<file path="config.mk">
export PLATFORM = sky130hd
export DESIGN_NAME = ipa_sequencer
export DESIGN_NICKNAME = d
export VERILOG_FILES = /design/src/ipa_pkg.sv /design/src/ipa_sequencer.sv
export SDC_FILE = /design/constraint.sdc
export NUM_CORES = 1
export LEC_CHECK = 0
export ABC_AREA = 0
export BUFFER_PORTS_ARGS = -buffer_cell sky130_fd_sc_hd__buf_2
export CAP_MARGIN = 20
export CORE_AREA = 2 2 221 223
export CTS_BUF_LIST = sky130_fd_sc_hd__clkbuf_4 sky130_fd_sc_hd__clkbuf_8
export DETAILED_ROUTE_END_ITERATION = 12
export DIE_AREA = 0 0 223 225
export GPL_ROUTABILITY_DRIVEN = 0
export SLEW_MARGIN = 0
export SYNTH_ARGS = -nofsm -noshare
export SYNTH_HDL_FRONTEND = slang
export SYNTH_SLANG_ARGS = --single-unit
export TNS_END_PERCENT = 30
</file>
<file path="constraint.sdc">
create_clock -name clock -period 4.92 [get_ports clock]
set_input_delay 0.984 -clock clock [delete_from_list [all_inputs] [get_ports clock]]
set_output_delay 0.984 -clock clock [all_outputs]
set_load 0.1 [all_outputs]
</file>
<file path="src/ipa_pkg.sv">
`timescale 1ns / 1ps

package ipa_pkg;

   localparam int NUM_BITS    = 10;
   localparam int LEVEL_COUNT = 11;
   localparam int COUNT_BITS  = 16;

   localparam int SHIFT_BITS = 6;
   localparam int WALK_BITS  = NUM_BITS + 2;
   localparam int SEG_BITS   = NUM_BITS + 2;
   localparam int ADDR_BITS  = NUM_BITS + 3;
   localparam int LVL_BITS   = $clog2(LEVEL_COUNT + 1);
   localparam int DEPTH      = 8 << NUM_BITS;
   localparam int PMAX       = (1 << NUM_BITS) - 1;

   localparam logic [COUNT_BITS-1:0] CNT_MAX = {COUNT_BITS{1'b1}};

   localparam logic OP_PLACE = 1'b0;
   localparam logic OP_CLEAR = 1'b1;

   localparam logic [1:0] CLS_ORIG_IN    = 2'd0;
   localparam logic [1:0] CLS_ORIG_AFTER = 2'd1;
   localparam logic [1:0] CLS_REPL_IN    = 2'd2;
   localparam logic [1:0] CLS_REPL_AFTER = 2'd3;

   typedef struct packed {
      logic        operation;
      logic [31:0] record_id;
      logic [31:0] start_time;
      logic [31:0] end_time;
   } req_type;

   typedef struct packed {
      logic [31:0] placed_id;
      logic [3:0]  level;
      logic [9:0]  partition_index;
      logic [1:0]  partition_class;
      logic [15:0] slot;
      logic        overflow;
      logic        cleared;
      logic        last;
   } rsp_type;

   typedef struct packed {
      logic [ADDR_BITS-1:0] addr;
      logic                 rd_en;
      logic                 inc_en;
      logic                 clr_en;
   } cnt_cmd_type;

   typedef struct packed {
      logic [COUNT_BITS-1:0] value;
      logic                  full;
   } cnt_stat_type;

   typedef struct packed {
      logic    valid;
      rsp_type data;
   } push_type;

endpackage

</file>
<file path="src/ipa_sequencer.sv">
`timescale 1ns / 1ps

module ipa_sequencer (
   input  logic                            clock,
   input  logic                            reset,
   input  logic                            req_valid,
   output logic                            req_stall,
   input  ipa_pkg::req_type                req_data,
   input  logic [ipa_pkg::SHIFT_BITS-1:0]  prefix_shift,
   input  logic                            rsp_free,
   input  ipa_pkg::cnt_stat_type           cnt_stat,
   output ipa_pkg::cnt_cmd_type            cnt_cmd,
   output ipa_pkg::push_type               push
);
   import ipa_pkg::*;

   typedef enum logic [7:0] {
      S_IDLE  = 8'b00000001,
      S_LEFT  = 8'b00000010,
      S_RIGHT = 8'b00000100,
      S_READ  = 8'b00001000,
      S_WRITE = 8'b00010000,
      S_FLUSH = 8'b00100000,
      S_CLEAR = 8'b01000000,
      S_ACK   = 8'b10000000
   } state_type;

   localparam logic signed [WALK_BITS-1:0] WALK_ONE = WALK_BITS'(1);
   localparam logic [SEG_BITS-1:0]         SEG_TOP  = SEG_BITS'(2 << NUM_BITS);
   localparam logic [ADDR_BITS-1:0]        STRIDE   = ADDR_BITS'(2 << NUM_BITS);
   localparam logic [ADDR_BITS-1:0]        CLR_LAST = ADDR_BITS'(DEPTH - 1);

   state_type                    state_ff, state_in;
   logic signed [WALK_BITS-1:0]  a_ff, a_in, b_ff, b_in;
   logic [LVL_BITS-1:0]          lvl_ff, lvl_in;
   logic [SEG_BITS-1:0]          seg_ff, seg_in;
   logic                         first_ff, first_in, lastf_ff, lastf_in;
   logic [31:0]                  id_ff, id_in;
   logic [ADDR_BITS-1:0]         addr_ff, addr_in;
   logic [NUM_BITS-1:0]          idx_ff, idx_in;
   logic [1:0]                   cls_ff, cls_in;
   logic                         from_right_ff, from_right_in;
   rsp_type                      hold_ff, hold_in;
   logic                         hold_valid_ff, hold_valid_in;
   logic [ADDR_BITS-1:0]         clr_cnt_ff, clr_cnt_in;
   logic                         ack_ff, ack_in;

   logic [31:0]                  st_sh, en_sh;
   logic [NUM_BITS-1:0]          st_pre, en_pre;
   logic [NUM_BITS-1:0]          idx_mask, p_left, p_right;
   logic [ADDR_BITS-1:0]         lvl_off;
   logic signed [WALK_BITS-1:0]  b_dec;
   logic                         walk_ok;
   logic [1:0]                   cls_l, cls_r;
   rsp_type                      new_rsp;

   // level-zero prefixes, saturated
   assign st_sh  = req_data.start_time >> prefix_shift;
   assign en_sh  = req_data.end_time >> prefix_shift;
   assign st_pre = (st_sh > 32'(PMAX)) ? NUM_BITS'(PMAX) : st_sh[NUM_BITS-1:0];
   assign en_pre = (en_sh > 32'(PMAX)) ? NUM_BITS'(PMAX) : en_sh[NUM_BITS-1:0];

   // seg holds 2 << (NUM_BITS - level)
   assign idx_mask = NUM_BITS'((seg_ff >> 1) - SEG_BITS'(1));
   assign lvl_off  = STRIDE - ADDR_BITS'(seg_ff);
   assign p_left   = a_ff[NUM_BITS-1:0] & idx_mask;
   assign p_right  = b_ff[NUM_BITS-1:0] & idx_mask;
   assign b_dec    = b_ff - WALK_ONE;

   assign walk_ok = (32'(lvl_ff) < 32'(LEVEL_COUNT)) && (32'(lvl_ff) <= 32'(NUM_BITS))
                    && (a_ff <= b_ff);

   always_comb begin
      if (first_ff) begin
         cls_l = (a_ff == b_ff && !lastf_ff) ? CLS_REPL_IN : CLS_REPL_AFTER;
      end else begin
         cls_l = (a_ff == b_ff && !lastf_ff) ? CLS_ORIG_IN : CLS_ORIG_AFTER;
      end
      if (!first_ff && b_dec < a_ff) begin
         cls_r = lastf_ff ? CLS_ORIG_AFTER : CLS_ORIG_IN;
      end else if (!lastf_ff) begin
         cls_r = CLS_REPL_IN;
      end else begin
         cls_r = CLS_REPL_AFTER;
      end
   end

   always_comb begin
      new_rsp                 = '0;
      new_rsp.placed_id       = id_ff;
      new_rsp.level           = 4'(lvl_ff);
      new_rsp.partition_index = 10'(idx_ff);
      new_rsp.partition_class = cls_ff;
      new_rsp.slot            = 16'(cnt_stat.value);
      new_rsp.overflow        = cnt_stat.full;
   end

   assign req_stall = (state_ff != S_IDLE);

   always_comb begin
      state_in      = state_ff;
      a_in          = a_ff;
      b_in          = b_ff;
      lvl_in        = lvl_ff;
      seg_in        = seg_ff;
      first_in      = first_ff;
      lastf_in      = lastf_ff;
      id_in         = id_ff;
      addr_in       = addr_ff;
      idx_in        = idx_ff;
      cls_in        = cls_ff;
      from_right_in = from_right_ff;
      hold_in       = hold_ff;
      hold_valid_in = hold_valid_ff;
      clr_cnt_in    = clr_cnt_ff;
      ack_in        = ack_ff;
      push          = '0;
      cnt_cmd       = '0;
      cnt_cmd.addr  = addr_ff;
      case (state_ff)
         S_IDLE: begin
            if (req_valid) begin
               id_in = req_data.record_id;
               if (req_data.operation == OP_CLEAR) begin
                  clr_cnt_in = '0;
                  ack_in     = 1'b1;
                  state_in   = S_CLEAR;
               end else if (req_data.start_time <= req_data.end_time) begin
                  a_in     = signed'({2'b00, st_pre});
                  b_in     = signed'({2'b00, en_pre});
                  lvl_in   = '0;
                  seg_in   = SEG_TOP;
                  first_in = 1'b0;
                  lastf_in = 1'b0;
                  state_in = S_LEFT;
               end
            end
         end
         S_LEFT: begin
            if (!walk_ok) begin
               state_in = S_FLUSH;
            end else if (a_ff[0]) begin
               cls_in        = cls_l;
               first_in      = 1'b1;
               if (cls_l == CLS_REPL_IN) begin
                  lastf_in = 1'b1;
               end
               idx_in        = p_left;
               addr_in       = {cls_l, {(NUM_BITS + 1){1'b0}}} + lvl_off
                               + ADDR_BITS'(p_left);
               a_in          = a_ff + WALK_ONE;
               from_right_in = 1'b0;
               state_in      = S_READ;
            end else begin
               state_in = S_RIGHT;
            end
         end
         S_RIGHT: begin
            if (!b_ff[0]) begin
               cls_in        = cls_r;
               if (cls_r == CLS_REPL_IN) begin
                  lastf_in = 1'b1;
               end
               idx_in        = p_right;
               addr_in       = {cls_r, {(NUM_BITS + 1){1'b0}}} + lvl_off
                               + ADDR_BITS'(p_right);
               b_in          = b_dec;
               from_right_in = 1'b1;
               state_in      = S_READ;
            end else begin
               a_in     = a_ff >>> 1;
               b_in     = b_ff >>> 1;
               lvl_in   = lvl_ff + LVL_BITS'(1);
               seg_in   = seg_ff >> 1;
               state_in = S_LEFT;
            end
         end
         S_READ: begin
            cnt_cmd.rd_en = 1'b1;
            // the held result goes out next cycle, so the output must be free
            if (!hold_valid_ff || rsp_free) begin
               state_in = S_WRITE;
            end
         end
         S_WRITE: begin
            cnt_cmd.inc_en = 1'b1;
            if (hold_valid_ff) begin
               push.valid = 1'b1;
               push.data  = hold_ff;
            end
            hold_in       = new_rsp;
            hold_valid_in = 1'b1;
            if (from_right_ff) begin
               a_in     = a_ff >>> 1;
               b_in     = b_ff >>> 1;
               lvl_in   = lvl_ff + LVL_BITS'(1);
               seg_in   = seg_ff >> 1;
               state_in = S_LEFT;
            end else begin
               state_in = S_RIGHT;
            end
         end
         S_FLUSH: begin
            if (!hold_valid_ff) begin
               state_in = S_IDLE;
            end else if (rsp_free) begin
               push.valid     = 1'b1;
               push.data      = hold_ff;
               push.data.last = 1'b1;
               hold_valid_in  = 1'b0;
               state_in       = S_IDLE;
            end
         end
         S_CLEAR: begin
            cnt_cmd.addr   = clr_cnt_ff;
            cnt_cmd.clr_en = 1'b1;
            clr_cnt_in     = clr_cnt_ff + ADDR_BITS'(1);
            if (clr_cnt_ff == CLR_LAST) begin
               state_in = ack_ff ? S_ACK : S_IDLE;
            end
         end
         S_ACK: begin
            if (rsp_free) begin
               push.valid        = 1'b1;
               push.data         = '0;
               push.data.cleared = 1'b1;
               push.data.last    = 1'b1;
               ack_in            = 1'b0;
               state_in          = S_IDLE;
            end
         end
         default: begin
            state_in = S_IDLE;
         end
      endcase
   end

   always_ff @(posedge clock) begin
      if (reset) begin
         state_ff      <= S_CLEAR;
         clr_cnt_ff    <= '0;
         ack_ff        <= 1'b0;
         hold_valid_ff <= 1'b0;
         first_ff      <= 1'b0;
         lastf_ff      <= 1'b0;
         from_right_ff <= 1'b0;
      end else begin
         state_ff      <= state_in;
         clr_cnt_ff    <= clr_cnt_in;
         ack_ff        <= ack_in;
         hold_valid_ff <= hold_valid_in;
         first_ff      <= first_in;
         lastf_ff      <= lastf_in;
         from_right_ff <= from_right_in;
      end
   end

   always_ff @(posedge clock) begin
      a_ff    <= a_in;
      b_ff    <= b_in;
      lvl_ff  <= lvl_in;
      seg_ff  <= seg_in;
      id_ff   <= id_in;
      addr_ff <= addr_in;
      idx_ff  <= idx_in;
      cls_ff  <= cls_in;
      hold_ff <= hold_in;
   end

endmodule

</file>
==> metrics.txt, run 1 <==
# TYPE chip_impl_metric gauge
chip_impl_metric{name="irDropWorstVdd",unit="mV"} 0.156
chip_impl_metric{name="min_period_over_period",unit="%"} 90.1
chip_impl_metric{name="fraction_of_power_spent_switching_nets",unit="%"} 36.5
chip_impl_metric{name="grt_overflow",unit=""} 0
chip_impl_metric{name="power-per-cell-area",unit="mW/mm2"} 239
chip_impl_metric{name="placementRows",unit=""} 80
chip_impl_info{name="worst_setup_path_startpoint",value="state_ff[0]"} 1
chip_impl_metric{name="core_area",unit="mm2"} 0.0475
chip_impl_metric{name="synthesis.yosys.warnings",unit=""} 0
chip_impl_metric{name="die-area",unit="mm2"} 0.0502
chip_impl_info{name="rsz0062_at_grt",value="no"} 1
chip_impl_metric{name="die_width",unit="um"} 223
chip_impl_metric{name="ctsHtreeMaxLevel",unit=""} 4
chip_impl_metric{name="post_cts_buffers",unit=""} 0
chip_impl_metric{name="cpPeakStageDelay",unit="ps"} 850
chip_impl_metric{name="routed_wire_length_per_instance",unit="um"} 18.2
chip_impl_metric{name="first_pass_iters",unit=""} 5
chip_impl_info{name="min_path_type",value="flip-flop to flip-flop"} 1
chip_impl_metric{name="fin_worst_skew",unit="ps"} 16.3
chip_impl_info{name="synth_top_cells_by_area",value="sky130_fd_sc_hd__edfxtp_1 (34%), sky130_fd_sc_hd__ha_1 (7.6%), sky130_fd_sc_hd__mux4_2 (6.8%)"} 1
chip_impl_metric{name="detail_route.vias_per_cell",unit=""} 5.40
chip_impl_metric{name="hold_buffers",unit=""} 0
chip_impl_metric{name="top_level_ports",unit=""} 209
chip_impl_metric{name="share_comb_of_total_power",unit="%"} 28.0
chip_impl_metric{name="floorplan.initialDensity",unit="%"} 29.9
chip_impl_metric{name="power_leakage",unit="nW"} 6.56
chip_impl_info{name="hold_path_startpoint",value="id_ff[16]"} 1
chip_impl_metric{name="final_core_utilization",unit="%"} 34.2
chip_impl_metric{name="cellInternalPower",unit="mW"} 2.47
chip_impl_metric{name="syn-instance-count",unit=""} 1458
chip_impl_info{name="kind_of_cell_with_the_highest_combined_delay_on_the_critical_path",value="simple AND/OR/NAND/NOR gates"} 1
chip_impl_metric{name="regToRegSetupSlack",unit="ps"} 1100
chip_impl_metric{name="synth_seq_area_share",unit="%"} 37.8
chip_impl_metric{name="critical_path.n_buffers_inverters",unit=""} 2
chip_impl_metric{name="crit_path_max_fanout",unit=""} 21
chip_impl_info{name="cpMaxStageDelayCell",value="sky130_fd_sc_hd__or4_1"} 1
chip_impl_metric{name="tns",unit="ps"} 0
chip_impl_info{name="critPathLaunchType",value="flip-flop"} 1
chip_impl_metric{name="max_slew.worst_pin.slew",unit="ps"} 950
chip_impl_metric{name="drt-initial-drc-count",unit=""} 1023
chip_impl_info{name="synth_top_cells_by_count",value="sky130_fd_sc_hd__edfxtp_1 (162), sky130_fd_sc_hd__nand2_1 (147), sky130_fd_sc_hd__nor2_1 (116), sky130_fd_sc_hd__a21oi_1 (97), sky130_fd_sc_hd__and2_1 (97)"} 1
chip_impl_metric{name="antenna_found_initial",unit=""} 1
chip_impl_metric{name="syn2layout_area_growth",unit="%"} 14.3
chip_impl_metric{name="count_of_final_hold_check_violations",unit=""} 0
chip_impl_metric{name="finalWirelength",unit="um"} 41100
chip_impl_metric{name="path_depth",unit=""} 6
chip_impl_metric{name="maxSlewHeadroom",unit="%"} 36.4
chip_impl_metric{name="synthArstFlopShare",unit="%"} 0
chip_impl_metric{name="postLayoutSetupSlackWorst",unit="ps"} 489
chip_impl_metric{name="synth_area",unit="mm2"} 0.0142
chip_impl_metric{name="design_power_total",unit="mW"} 3.89
chip_impl_metric{name="synth_fp_nets",unit=""} 1670
chip_impl_info{name="crit_path_cell_trace",value="or4_1 -> or4_1 -> clkinv_1 -> nand2_1 -> nand2_1 -> buf_2"} 1
chip_impl_metric{name="detailed_place.area",unit="mm2"} 0.0159
chip_impl_metric{name="pre_cts_ws",unit="ps"} 662
chip_impl_metric{name="portBuffers",unit=""} 208
chip_impl_metric{name="yosysTopAreaCellShare",unit="%"} 34.2
chip_impl_info{name="synth_largest_area_cell",value="sky130_fd_sc_hd__edfxtp_1"} 1
chip_impl_metric{name="reg2regPathDepth",unit=""} 15
chip_impl_metric{name="place.detailed.hpwl",unit="um"} 31600
chip_impl_metric{name="worstPathRequired",unit="ps"} 3940
chip_impl_metric{name="cts_buffer_depth",unit=""} 2
chip_impl_info{name="r2r_start",value="seg_ff[1]"} 1
chip_impl_info{name="cts.root.buffer_cell",value="sky130_fd_sc_hd__clkbuf_8"} 1
chip_impl_metric{name="drv_slew",unit=""} 0
chip_impl_metric{name="cts-buffers-inserted",unit=""} 17
chip_impl_metric{name="post_route_cells_drive_above_1_share",unit="%"} 20.8
chip_impl_info{name="criticalPathCategory",value="flip-flop to output port"} 1
chip_impl_metric{name="antenna-diode-count",unit=""} 0
chip_impl_metric{name="share_seq_of_total_power",unit="%"} 45.7
chip_impl_metric{name="synth_edf_count",unit=""} 162
chip_impl_metric{name="yosysUniqueCellTypes",unit=""} 81
chip_impl_info{name="outcome",value="completed"} 1
chip_impl_metric{name="grt_pass1_wl",unit="um"} 63500
chip_impl_metric{name="period_needed",unit="ps"} 4430
chip_impl_metric{name="fp.dieH",unit="um"} 225
chip_impl_metric{name="cts-resized-gates",unit=""} 0
chip_impl_metric{name="min_path_cells",unit=""} 0
chip_impl_metric{name="drt_drc_violations_left",unit=""} 0
chip_impl_metric{name="worstPathArrival",unit="ps"} 3450
chip_impl_info{name="tritoncts",value="yes"} 1
chip_impl_metric{name="clkTransAtPathRegs",unit="ps"} 110
chip_impl_info{name="synthMostInstantiatedCell",value="sky130_fd_sc_hd__edfxtp_1"} 1
chip_impl_metric{name="power_frac_clock",unit="%"} 26.3
chip_impl_metric{name="finish.net_count",unit=""} 1842
chip_impl_info{name="cp-end-kind",value="output port"} 1
chip_impl_metric{name="report.final.setup_viol",unit=""} 0
chip_impl_metric{name="max_freq",unit="MHz"} 226
chip_impl_metric{name="number_of_maximum_capacitance_violations",unit=""} 0
chip_impl_metric{name="grt_use_total",unit="%"} 15.9
chip_impl_metric{name="ys_ff_latch",unit=""} 188
chip_impl_metric{name="grt_pass1_vias",unit=""} 11464
chip_impl_metric{name="layout.filler_cells",unit=""} 4786
chip_impl_metric{name="clock_latency_at_the_later_pin_of_the_worst_skew_pair",unit="ps"} 500
chip_impl_metric{name="avgSynthCellArea",unit="um2"} 9.77
chip_impl_metric{name="numClockSinks",unit=""} 188
chip_impl_metric{name="dr_total_vias",unit=""} 12184
chip_impl_metric{name="final_design_area_no_fill",unit="mm2"} 0.0163
chip_impl_info{name="postSynth.topFlopCell",value="sky130_fd_sc_hd__edfxtp_1"} 1
chip_impl_metric{name="netSwitchingPower",unit="mW"} 1.42
chip_impl_metric{name="grt_max_degree",unit=""} 66
chip_impl_metric{name="final_antenna_net_count",unit=""} 0
-- layer usage --
metal / routed length, um / vias to the layer above / track usage [%]
li1: - / 5757 / -
met1: 17900 / 5852 / 21.2
met2: 19300 / 503 / 26.3
met3: 2790 / 70 / 2.74
met4: 1030 / 2 / 5.46
met5: 7 / - / 0
-- per-stage QoR --
step | instances | hold slack (ps)
finish | 2258 | 415
global route | 2258 | 422
CTS | 2258 | 419
detailed placement | 2226 | 405
global placement | 2226 | 400
floorplan | 1458 | 400
-- sequential cells by signal, summed over array words and instances, names as in the netlist, 2 cells and up --
name	flops
b_ff	12
id_ff	32
seg_ff	12
state_ff	8
clr_cnt_ff	13
cls_ff	2
addr_ff	13
a_ff	12
idx_ff	10
hold_ff	65
lvl_ff	4
-- area by class of cell --
| class | instances | area, um2 | area share, % |
|---|---|---|---|
| Tap cell | 615 | 769 | 4.73 |
| Timing Repair Buffer | 226 | 1180 | 7.26 |
| Inverter | 84 | 319 | 1.96 |
| Multi-Input combinational cell | 1113 | 8210 | 50.4 |
| Clock buffer | 17 | 234 | 1.44 |
| Clock inverter | 15 | 174 | 1.07 |
| Sequential cell | 188 | 5390 | 33.1 |
-- worst reg2reg max path: cells and delay by family (launching register included) --
kind / cells / cell delay [ps]
simple gates: 3 / 590
mux: 1 / 100
compound gates: 4 / 1080
flops: 1 / 530
fa+ha+maj: 2 / 590
xor+xnor: 3 / 450
buf+inv: 2 / 240
-- cells by family (layout without fill, tap and decap cells) --
kind of cell | after synthesis | count (layout) | share of synthesized area, %
muxes | 104 | 104 | 12.3
AOI/OAI and AO/OA | 325 | 325 | 14.8
and+or+nand+nor | 531 | 531 | 18.5
buffers and inverters | 157 | 342 | 4.72
xor gates and xnor gates | 65 | 65 | 4.00
adders and majority gates | 88 | 88 | 7.84
DFF | 188 | 188 | 37.8
-- worst paths after layout --
kind	end
worst min register to register	hold_ff[51]
worst max register to register	addr_ff[12]
worst max-delay path	cnt_cmd[5]
worst min-delay path	hold_ff[51]
-- cells in the final DEF, fill, tap and decap left out, drive strengths merged, types with 9 or more instances in the layout --
| cell | netlist | routed |
|---|---|---|
| nor3b | 11 | 11 |
| clkinv | 1 | 9 |
| nor2b | 13 | 13 |
| nand2b | 16 | 16 |
| dfxtp | 26 | 26 |
| ha | 86 | 86 |
| buf | 30 | 226 |
| nand3 | 24 | 24 |
| a211oi | 19 | 19 |
| xor2 | 24 | 24 |
| nand2 | 147 | 147 |
| o31ai | 13 | 13 |
| and2 | 97 | 97 |
| clkbuf | 43 | 17 |
| mux4 | 52 | 52 |
| mux2i | 34 | 34 |
| xnor2 | 41 | 41 |
| a31oi | 13 | 13 |
| edfxtp | 162 | 162 |
| nor2 | 116 | 116 |
| nor3 | 41 | 41 |
| mux2 | 18 | 18 |
| o21ai | 78 | 78 |
| or2 | 9 | 9 |
| a22oi | 11 | 11 |
| a21oi | 97 | 97 |
| nand4 | 18 | 18 |
| inv | 83 | 88 |
| nor4 | 11 | 11 |
-- power groups by stage --
stage                     clock, mW  combinational [mW]  sequential, mW
after floorplan                   0               0.809            1.80
after global placement            0                1.06            1.81
after detailed placement          0                1.08            1.81
after CTS                      1.06                1.08            1.78
after global routing           1.12                1.17            1.78
final                          1.02                1.09            1.78
Note: power is estimated with default switching activity, not from simulation.
==> run 2: changes to the inputs <==
--- a/config.mk
+++ b/config.mk
@@ -8,10 +8,10 @@
 export ABC_AREA = 0
 export BUFFER_PORTS_ARGS = -buffer_cell sky130_fd_sc_hd__buf_2
 export CAP_MARGIN = 20
-export CORE_AREA = 2 2 221 223
+export CORE_AREA = 8 8 227 229
 export CTS_BUF_LIST = sky130_fd_sc_hd__clkbuf_4 sky130_fd_sc_hd__clkbuf_8
 export DETAILED_ROUTE_END_ITERATION = 12
-export DIE_AREA = 0 0 223 225
+export DIE_AREA = 0 0 235 237
 export GPL_ROUTABILITY_DRIVEN = 0
 export SLEW_MARGIN = 0
 export SYNTH_ARGS = -nofsm -noshare
==> constraint.sdc (replaced) <==
create_clock -name clock -period 4.1 [get_ports clock]
set_input_delay 0.82 -clock clock [delete_from_list [all_inputs] [get_ports clock]]
set_output_delay 0.82 -clock clock [all_outputs]
set_load 0.1 [all_outputs]
==> metrics.txt, run 2 (same netlist as run 1, synthesis figures left out) <==
# TYPE chip_impl_metric gauge
chip_impl_info{name="rsz0062_at_grt",value="no"} 1
chip_impl_metric{name="grt_overflow",unit=""} 0
chip_impl_metric{name="post_route_cells_drive_above_1_share",unit="%"} 21.5
chip_impl_info{name="cp-end-kind",value="output port"} 1
chip_impl_metric{name="grt_pass1_wl",unit="um"} 65900
chip_impl_metric{name="floorplan.initialDensity",unit="%"} 29.6
chip_impl_metric{name="detail_route.vias_per_cell",unit=""} 5.34
chip_impl_metric{name="drt-initial-drc-count",unit=""} 898
chip_impl_metric{name="syn2layout_area_growth",unit="%"} 15.6
chip_impl_metric{name="worstPathRequired",unit="ps"} 3280
chip_impl_metric{name="power_leakage",unit="nW"} 6.64
chip_impl_info{name="min_path_type",value="flip-flop to flip-flop"} 1
chip_impl_metric{name="pre_cts_ws",unit="ps"} 167
chip_impl_metric{name="placementRows",unit=""} 81
chip_impl_metric{name="grt_max_degree",unit=""} 66
chip_impl_metric{name="cts_buffer_depth",unit=""} 2
chip_impl_metric{name="number_of_maximum_capacitance_violations",unit=""} 0
chip_impl_metric{name="portBuffers",unit=""} 208
chip_impl_metric{name="antenna_found_initial",unit=""} 0
chip_impl_metric{name="power-per-cell-area",unit="mW/mm2"} 287
chip_impl_metric{name="place.detailed.hpwl",unit="um"} 33000
chip_impl_info{name="crit_path_cell_trace",value="or4_1 -> nor2_1 -> and3_1 -> nand2_1 -> a21oi_4 -> buf_12 -> and2_1 -> buf_2"} 1
chip_impl_metric{name="globalRouteMet2Util",unit="%"} 23.7
chip_impl_metric{name="finish.net_count",unit=""} 1857
chip_impl_metric{name="use_met3",unit="%"} 2.76
chip_impl_metric{name="grt_pass1_vias",unit=""} 11768
chip_impl_metric{name="worstPathArrival",unit="ps"} 3120
chip_impl_metric{name="fp.dieH",unit="um"} 237
chip_impl_info{name="final_cell_mix",value="sky130_fd_sc_hd__buf_2 (191), sky130_fd_sc_hd__edfxtp_1 (162), sky130_fd_sc_hd__nand2_1 (147)"} 1
chip_impl_metric{name="postLayoutSetupSlackWorst",unit="ps"} 165
chip_impl_metric{name="die-area",unit="mm2"} 0.0557
chip_impl_metric{name="clock_latency_at_the_later_pin_of_the_worst_skew_pair",unit="ps"} 490
chip_impl_metric{name="drt_drc_violations_left",unit=""} 0
chip_impl_info{name="tritoncts",value="yes"} 1
chip_impl_metric{name="final_core_utilization",unit="%"} 34.2
chip_impl_metric{name="max_freq",unit="MHz"} 254
chip_impl_metric{name="clkTransAtPathRegs",unit="ps"} 110
chip_impl_metric{name="maxSlewHeadroom",unit="%"} 39.7
chip_impl_metric{name="ctsHtreeMaxLevel",unit=""} 4
chip_impl_metric{name="grt_use_met1",unit="%"} 19.0
chip_impl_info{name="critPathLaunchType",value="flip-flop"} 1
chip_impl_metric{name="cpPeakStageDelay",unit="ps"} 620
chip_impl_metric{name="core_area",unit="mm2"} 0.0481
chip_impl_metric{name="dr_total_vias",unit=""} 12170
chip_impl_metric{name="count_of_final_hold_check_violations",unit=""} 0
chip_impl_metric{name="tns",unit="ps"} 0
chip_impl_metric{name="max_slew.worst_pin.slew",unit="ps"} 904
chip_impl_metric{name="die_width",unit="um"} 235
chip_impl_metric{name="top_level_ports",unit=""} 209
chip_impl_info{name="outcome",value="completed"} 1
chip_impl_info{name="top_register",value="hold_ff"} 1
chip_impl_metric{name="cts-buffers-inserted",unit=""} 17
chip_impl_info{name="biggest_regs",value="hold_ff x65, id_ff x32"} 1
chip_impl_info{name="criticalPathCategory",value="flip-flop to output port"} 1
chip_impl_metric{name="irDropWorstVdd",unit="mV"} 0.189
chip_impl_metric{name="largest_reg_flops",unit=""} 65
chip_impl_metric{name="finalWirelength",unit="um"} 41800
chip_impl_info{name="cpMaxStageDelayCell",value="sky130_fd_sc_hd__or4_1"} 1
chip_impl_metric{name="min_period_over_period",unit="%"} 96.0
chip_impl_metric{name="report.final.setup_viol",unit=""} 0
chip_impl_metric{name="worst_hold_margin",unit="ps"} 422
chip_impl_info{name="cts.root.buffer_cell",value="sky130_fd_sc_hd__clkbuf_8"} 1
chip_impl_metric{name="grt_use_total",unit="%"} 14.5
chip_impl_metric{name="drv_slew",unit=""} 0
chip_impl_metric{name="routed_wire_length_per_instance",unit="um"} 18.3
chip_impl_metric{name="antenna-diode-count",unit=""} 0
chip_impl_info{name="mostFrequentLayoutCell",value="sky130_fd_sc_hd__buf_2"} 1
chip_impl_metric{name="crit_path_max_fanout",unit=""} 65
chip_impl_metric{name="final_antenna_net_count",unit=""} 0
chip_impl_metric{name="post_cts_buffers",unit=""} 0
chip_impl_metric{name="fin_worst_skew",unit="ps"} 17.6
chip_impl_info{name="grt.busiest_layer",value="met2"} 1
chip_impl_metric{name="first_pass_iters",unit=""} 6
chip_impl_metric{name="period_needed",unit="ps"} 3940
chip_impl_metric{name="numClockSinks",unit=""} 188
## run 2: cell count changes in the layout (fill, tap and decap cells not counted), sizes merged
cell,delta
clkinvlp,-1
bufinv,+1
clkbuf,+15
clkinv,-1
## run 2: critical path, delay by kind of cell (launching register included)
kind                   cells  cell delay, ps
buffers and inverters      2             660
and+or+nand+nor            5            1330
AOI/OAI and AO/OA          1             180
DFF                        1             390
## run 2: report_power, final
group / total, mW / internal [mW] / switching, mW
Clock: 1.27 / 0.516 / 0.749
Combinational: 1.32 / 0.417 / 0.904
Sequential: 2.13 / 2.10 / 0.0360
Total: 4.72 / 3.03 / 1.69
## run 2: routing by layer
layer	wire (um)	vias to the layer above	part of all wire, %
met5	0	-	0
met4	1140	0	2.7
met3	2720	66	6.5
met2	19400	485	46
met1	18500	5829	44
li1	-	5790	-
## run 2: final cells by class
class	instances	area [um2]
clock buffers	17	234
clock inverters	14	181
repair buffers	241	1360
multi-input cells	1113	8210
well taps	622	778
fillers	4917	31700
inverters	84	319
flip-flops and latches	188	5390
## run 2: per-stage QoR
step                power (mW)  cell area [um2]  cells
CTS                       4.77            16400   2279
floorplan                 3.13            14200   1458
global placement          3.47            16000   2248
detailed placement        3.49            16000   2248
global route              4.93            16500   2279
finish                    4.72            16500   2279
## run 2: worst paths after layout
path                                  start          end  slack [ps]  cells past startpoint
worst max register to register    seg_ff[1]  addr_ff[12]         350                     15
worst min register to register    idx_ff[8]  hold_ff[29]         420                      0
worst max-delay path            state_ff[0]     push[32]         160                      8
worst min-delay path              idx_ff[8]  hold_ff[29]         420                      0
## run 2: timing repair
item,in CTS,in global routing
resized for setup,0,15
endpoints found under the setup margin,0,15
hold buffers,0,0
==> run 3: changes to the inputs <==
--- a/config.mk
+++ b/config.mk
@@ -13,6 +13,7 @@
 export DETAILED_ROUTE_END_ITERATION = 12
 export DIE_AREA = 0 0 235 237
 export GPL_ROUTABILITY_DRIVEN = 0
+export GPL_TIMING_DRIVEN = 0
 export SLEW_MARGIN = 0
 export SYNTH_ARGS = -nofsm -noshare
 export SYNTH_HDL_FRONTEND = slang
==> metrics.txt, run 3 (same netlist as run 1, synthesis figures left out) <==
# TYPE chip_impl_metric gauge
chip_impl_metric{name="antenna_found_initial",unit=""} 2
chip_impl_metric{name="ctsHtreeMaxLevel",unit=""} 4
chip_impl_metric{name="layout.filler_cells",unit=""} 4838
chip_impl_info{name="outcome",value="completed"} 1
chip_impl_metric{name="worstPathRequired",unit="ps"} 3280
chip_impl_info{name="cp-end-kind",value="output port"} 1
chip_impl_metric{name="grt_use_total",unit="%"} 15.6
chip_impl_info{name="worst_setup_path_startpoint",value="state_ff[0]"} 1
chip_impl_metric{name="postLayoutSetupSlackWorst",unit="ps"} 191
chip_impl_metric{name="placed_cells_incl_taps",unit=""} 2289
chip_impl_metric{name="die_width",unit="um"} 235
chip_impl_metric{name="max_slew.worst_pin.slew",unit="ps"} 912
chip_impl_info{name="min_path_type",value="flip-flop to flip-flop"} 1
chip_impl_info{name="r2r_start",value="seg_ff[2]"} 1
chip_impl_metric{name="share_comb_of_total_power",unit="%"} 28.6
chip_impl_info{name="biggest_regs",value="hold_ff x65, id_ff x32"} 1
chip_impl_metric{name="grt_pass1_vias",unit=""} 12468
chip_impl_metric{name="top_level_ports",unit=""} 209
chip_impl_metric{name="power_frac_clock",unit="%"} 26.6
chip_impl_metric{name="max_freq",unit="MHz"} 256
chip_impl_info{name="cp-endpoint",value="push[7]"} 1
chip_impl_metric{name="syn2layout_area_growth",unit="%"} 18.9
chip_impl_metric{name="clkTransAtPathRegs",unit="ps"} 110
chip_impl_info{name="criticalPathCategory",value="flip-flop to output port"} 1
chip_impl_metric{name="multiInputGateArea",unit="mm2"} 0.00824
chip_impl_metric{name="maxSlewHeadroom",unit="%"} 39.0
chip_impl_metric{name="regArea",unit="mm2"} 0.00539
chip_impl_metric{name="final_design_area_no_fill",unit="mm2"} 0.0169
chip_impl_metric{name="hold_buffers",unit=""} 0
chip_impl_metric{name="m1_wire_length",unit="um"} 18600
chip_impl_info{name="tritoncts",value="yes"} 1
chip_impl_metric{name="min_period_over_period",unit="%"} 95.4
chip_impl_metric{name="final_antenna_net_count",unit=""} 0
chip_impl_metric{name="number_of_maximum_capacitance_violations",unit=""} 0
chip_impl_metric{name="grt_max_degree",unit=""} 41
chip_impl_metric{name="share_seq_of_total_power",unit="%"} 44.8
chip_impl_metric{name="drt-initial-drc-count",unit=""} 1110
chip_impl_info{name="r2r_end",value="addr_ff[12]"} 1
chip_impl_metric{name="first_pass_iters",unit=""} 7
chip_impl_metric{name="grt_overflow",unit=""} 0
chip_impl_metric{name="count_of_final_hold_check_violations",unit=""} 0
chip_impl_metric{name="finish.net_count",unit=""} 1899
chip_impl_info{name="final_cell_mix",value="sky130_fd_sc_hd__edfxtp_1 (162), sky130_fd_sc_hd__buf_2 (161), sky130_fd_sc_hd__nand2_1 (147)"} 1
chip_impl_metric{name="cts_buffer_depth",unit=""} 2
chip_impl_metric{name="numClockSinks",unit=""} 188
chip_impl_metric{name="crit_path_max_fanout",unit=""} 10
chip_impl_metric{name="design_power_total",unit="mW"} 4.76
chip_impl_metric{name="reg2regPathDepth",unit=""} 16
chip_impl_metric{name="period_needed",unit="ps"} 3910
chip_impl_info{name="crit_path_cell_trace",value="or4_1 -> nor2_1 -> and3_2 -> nand2_1 -> a21oi_4 -> buf_6 -> clkbuf_4 -> and2_1 -> buf_4"} 1
chip_impl_metric{name="dr_total_vias",unit=""} 12624
chip_impl_metric{name="core_area",unit="mm2"} 0.0481
chip_impl_metric{name="placementRows",unit=""} 81
chip_impl_metric{name="pre_cts_ws",unit="ps"} -803
chip_impl_metric{name="report.final.setup_viol",unit=""} 0
chip_impl_metric{name="fp.dieH",unit="um"} 237
chip_impl_metric{name="fraction_of_power_spent_switching_nets",unit="%"} 35.9
chip_impl_metric{name="cts-buffers-inserted",unit=""} 17
chip_impl_metric{name="floorplan.initialDensity",unit="%"} 29.6
chip_impl_metric{name="drv_slew",unit=""} 0
chip_impl_metric{name="met3RoutedLength",unit="um"} 3750
chip_impl_metric{name="fin_worst_skew",unit="ps"} 11.7
chip_impl_metric{name="finalWirelength",unit="um"} 44800
chip_impl_metric{name="die-area",unit="mm2"} 0.0557
chip_impl_info{name="cts.root.buffer_cell",value="sky130_fd_sc_hd__clkbuf_8"} 1
chip_impl_metric{name="power_leakage",unit="nW"} 6.72
chip_impl_metric{name="grt_pass1_wl",unit="um"} 69900
chip_impl_metric{name="detail_route.vias_per_cell",unit=""} 5.43
chip_impl_metric{name="wl_met2",unit="um"} 21400
chip_impl_info{name="rsz0062_at_grt",value="no"} 1
chip_impl_metric{name="regToRegSetupSlack",unit="ps"} 300
chip_impl_metric{name="routed_wire_length_per_instance",unit="um"} 19.3
chip_impl_metric{name="largest_reg_flops",unit=""} 65
chip_impl_metric{name="post_route_cells_drive_above_1_share",unit="%"} 21.5
chip_impl_metric{name="cellInternalPower",unit="mW"} 3.05
chip_impl_metric{name="detailed_place.area",unit="mm2"} 0.0161
chip_impl_info{name="cpMaxStageDelayCell",value="sky130_fd_sc_hd__or4_1"} 1
chip_impl_metric{name="worstPathArrival",unit="ps"} 3090
chip_impl_info{name="top_register",value="hold_ff"} 1
chip_impl_metric{name="irDropWorstVdd",unit="mV"} 0.179
chip_impl_metric{name="clock_latency_at_the_later_pin_of_the_worst_skew_pair",unit="ps"} 490
chip_impl_info{name="critPathLaunchType",value="flip-flop"} 1
chip_impl_metric{name="power-per-cell-area",unit="mW/mm2"} 281
chip_impl_metric{name="netSwitchingPower",unit="mW"} 1.71
chip_impl_info{name="top_layer_used",value="met5"} 1
chip_impl_info{name="mostFrequentLayoutCell",value="sky130_fd_sc_hd__edfxtp_1"} 1
chip_impl_metric{name="cpPeakStageDelay",unit="ps"} 600
chip_impl_metric{name="place.detailed.hpwl",unit="um"} 35900
chip_impl_metric{name="portBuffers",unit=""} 204
chip_impl_metric{name="drt_drc_violations_left",unit=""} 0
chip_impl_metric{name="stdcell_count",unit=""} 2323
run 3: changes by cell type in the layout (fill, tap and decap cells not counted), moves of 6 or more:
cell | before | now
sky130_fd_sc_hd__buf_6 | 0 | 37
sky130_fd_sc_hd__clkbuf_1 | 0 | 35
sky130_fd_sc_hd__buf_2 | 191 | 161
sky130_fd_sc_hd__buf_4 | 33 | 23
sky130_fd_sc_hd__buf_1 | 0 | 6
sky130_fd_sc_hd__clkbuf_4 | 15 | 9
run 3: layout make-up:
class                      count  share of cell area (%)
multi-input combinational   1113                    48.7
sequential                   188                    31.8
timing repair buffer         210                    8.29
tap                          622                    4.60
buffer                        73                    2.22
inverter                      84                    1.88
clock buffer                  18                    1.43
clock inverter                14                    1.05
antenna                        1                  0.0148
run 3: worst min-delay path by stage:
stage | from | end | cells after the start
4_1_cts | idx_ff[4] | hold_ff[25] | 0
2_1_floorplan | cls_ff[0] | hold_ff[19] | 0
3_5_place_dp | id_ff[18] | hold_ff[53] | 0
5_1_grt | id_ff[26] | hold_ff[61] | 0
3_3_place_gp | id_ff[4] | hold_ff[39] | 0
6_report | id_ff[18] | hold_ff[53] | 0
run 3: through the flow:
stage          hold slack, ps  setup TNS, ps  utilization (%)
3_5_place_dp              407         -32000             33.5
3_3_place_gp              400         -73740             33.3
2_1_floorplan             400          -2250                -
5_1_grt                   436              0             35.2
4_1_cts                   431          -5090             34.7
6_report                  429              0             35.2
run 3: worst max-delay path: cells and delay by family, from the launching register on:
family	cells	cell delay, ps
buffers and inverters	3	670
AND/OR/NAND/NOR	5	1290
AO/OA/AOI/OAI	1	240
flip-flops	1	390
run 3: layer usage:
layer  track usage (%)  up-vias
li1                  -     5878
met1              19.3     6053
met2              26.3      624
met3              3.81       67
met4              5.36        2
met5                 0        -
run 3: power groups by stage:
| stage | Sequential, mW | Combinational [mW] | Clock, mW |
|---|---|---|---|
| global route | 2.14 | 1.46 | 1.39 |
| floorplan | 2.16 | 0.971 | 0 |
| global placement | 2.17 | 1.31 | 0 |
| detailed placement | 2.17 | 1.33 | 0 |
| CTS | 2.13 | 1.34 | 1.32 |
| finish | 2.13 | 1.36 | 1.26 |
run 3: repair_timing:
action | CTS | global route
setup buffers | 0 | 1
gates resized for setup | 63 | 60
pin swaps | 1 | 1
endpoints found under the setup margin | 99 | 99
gates cloned | 0 | 0
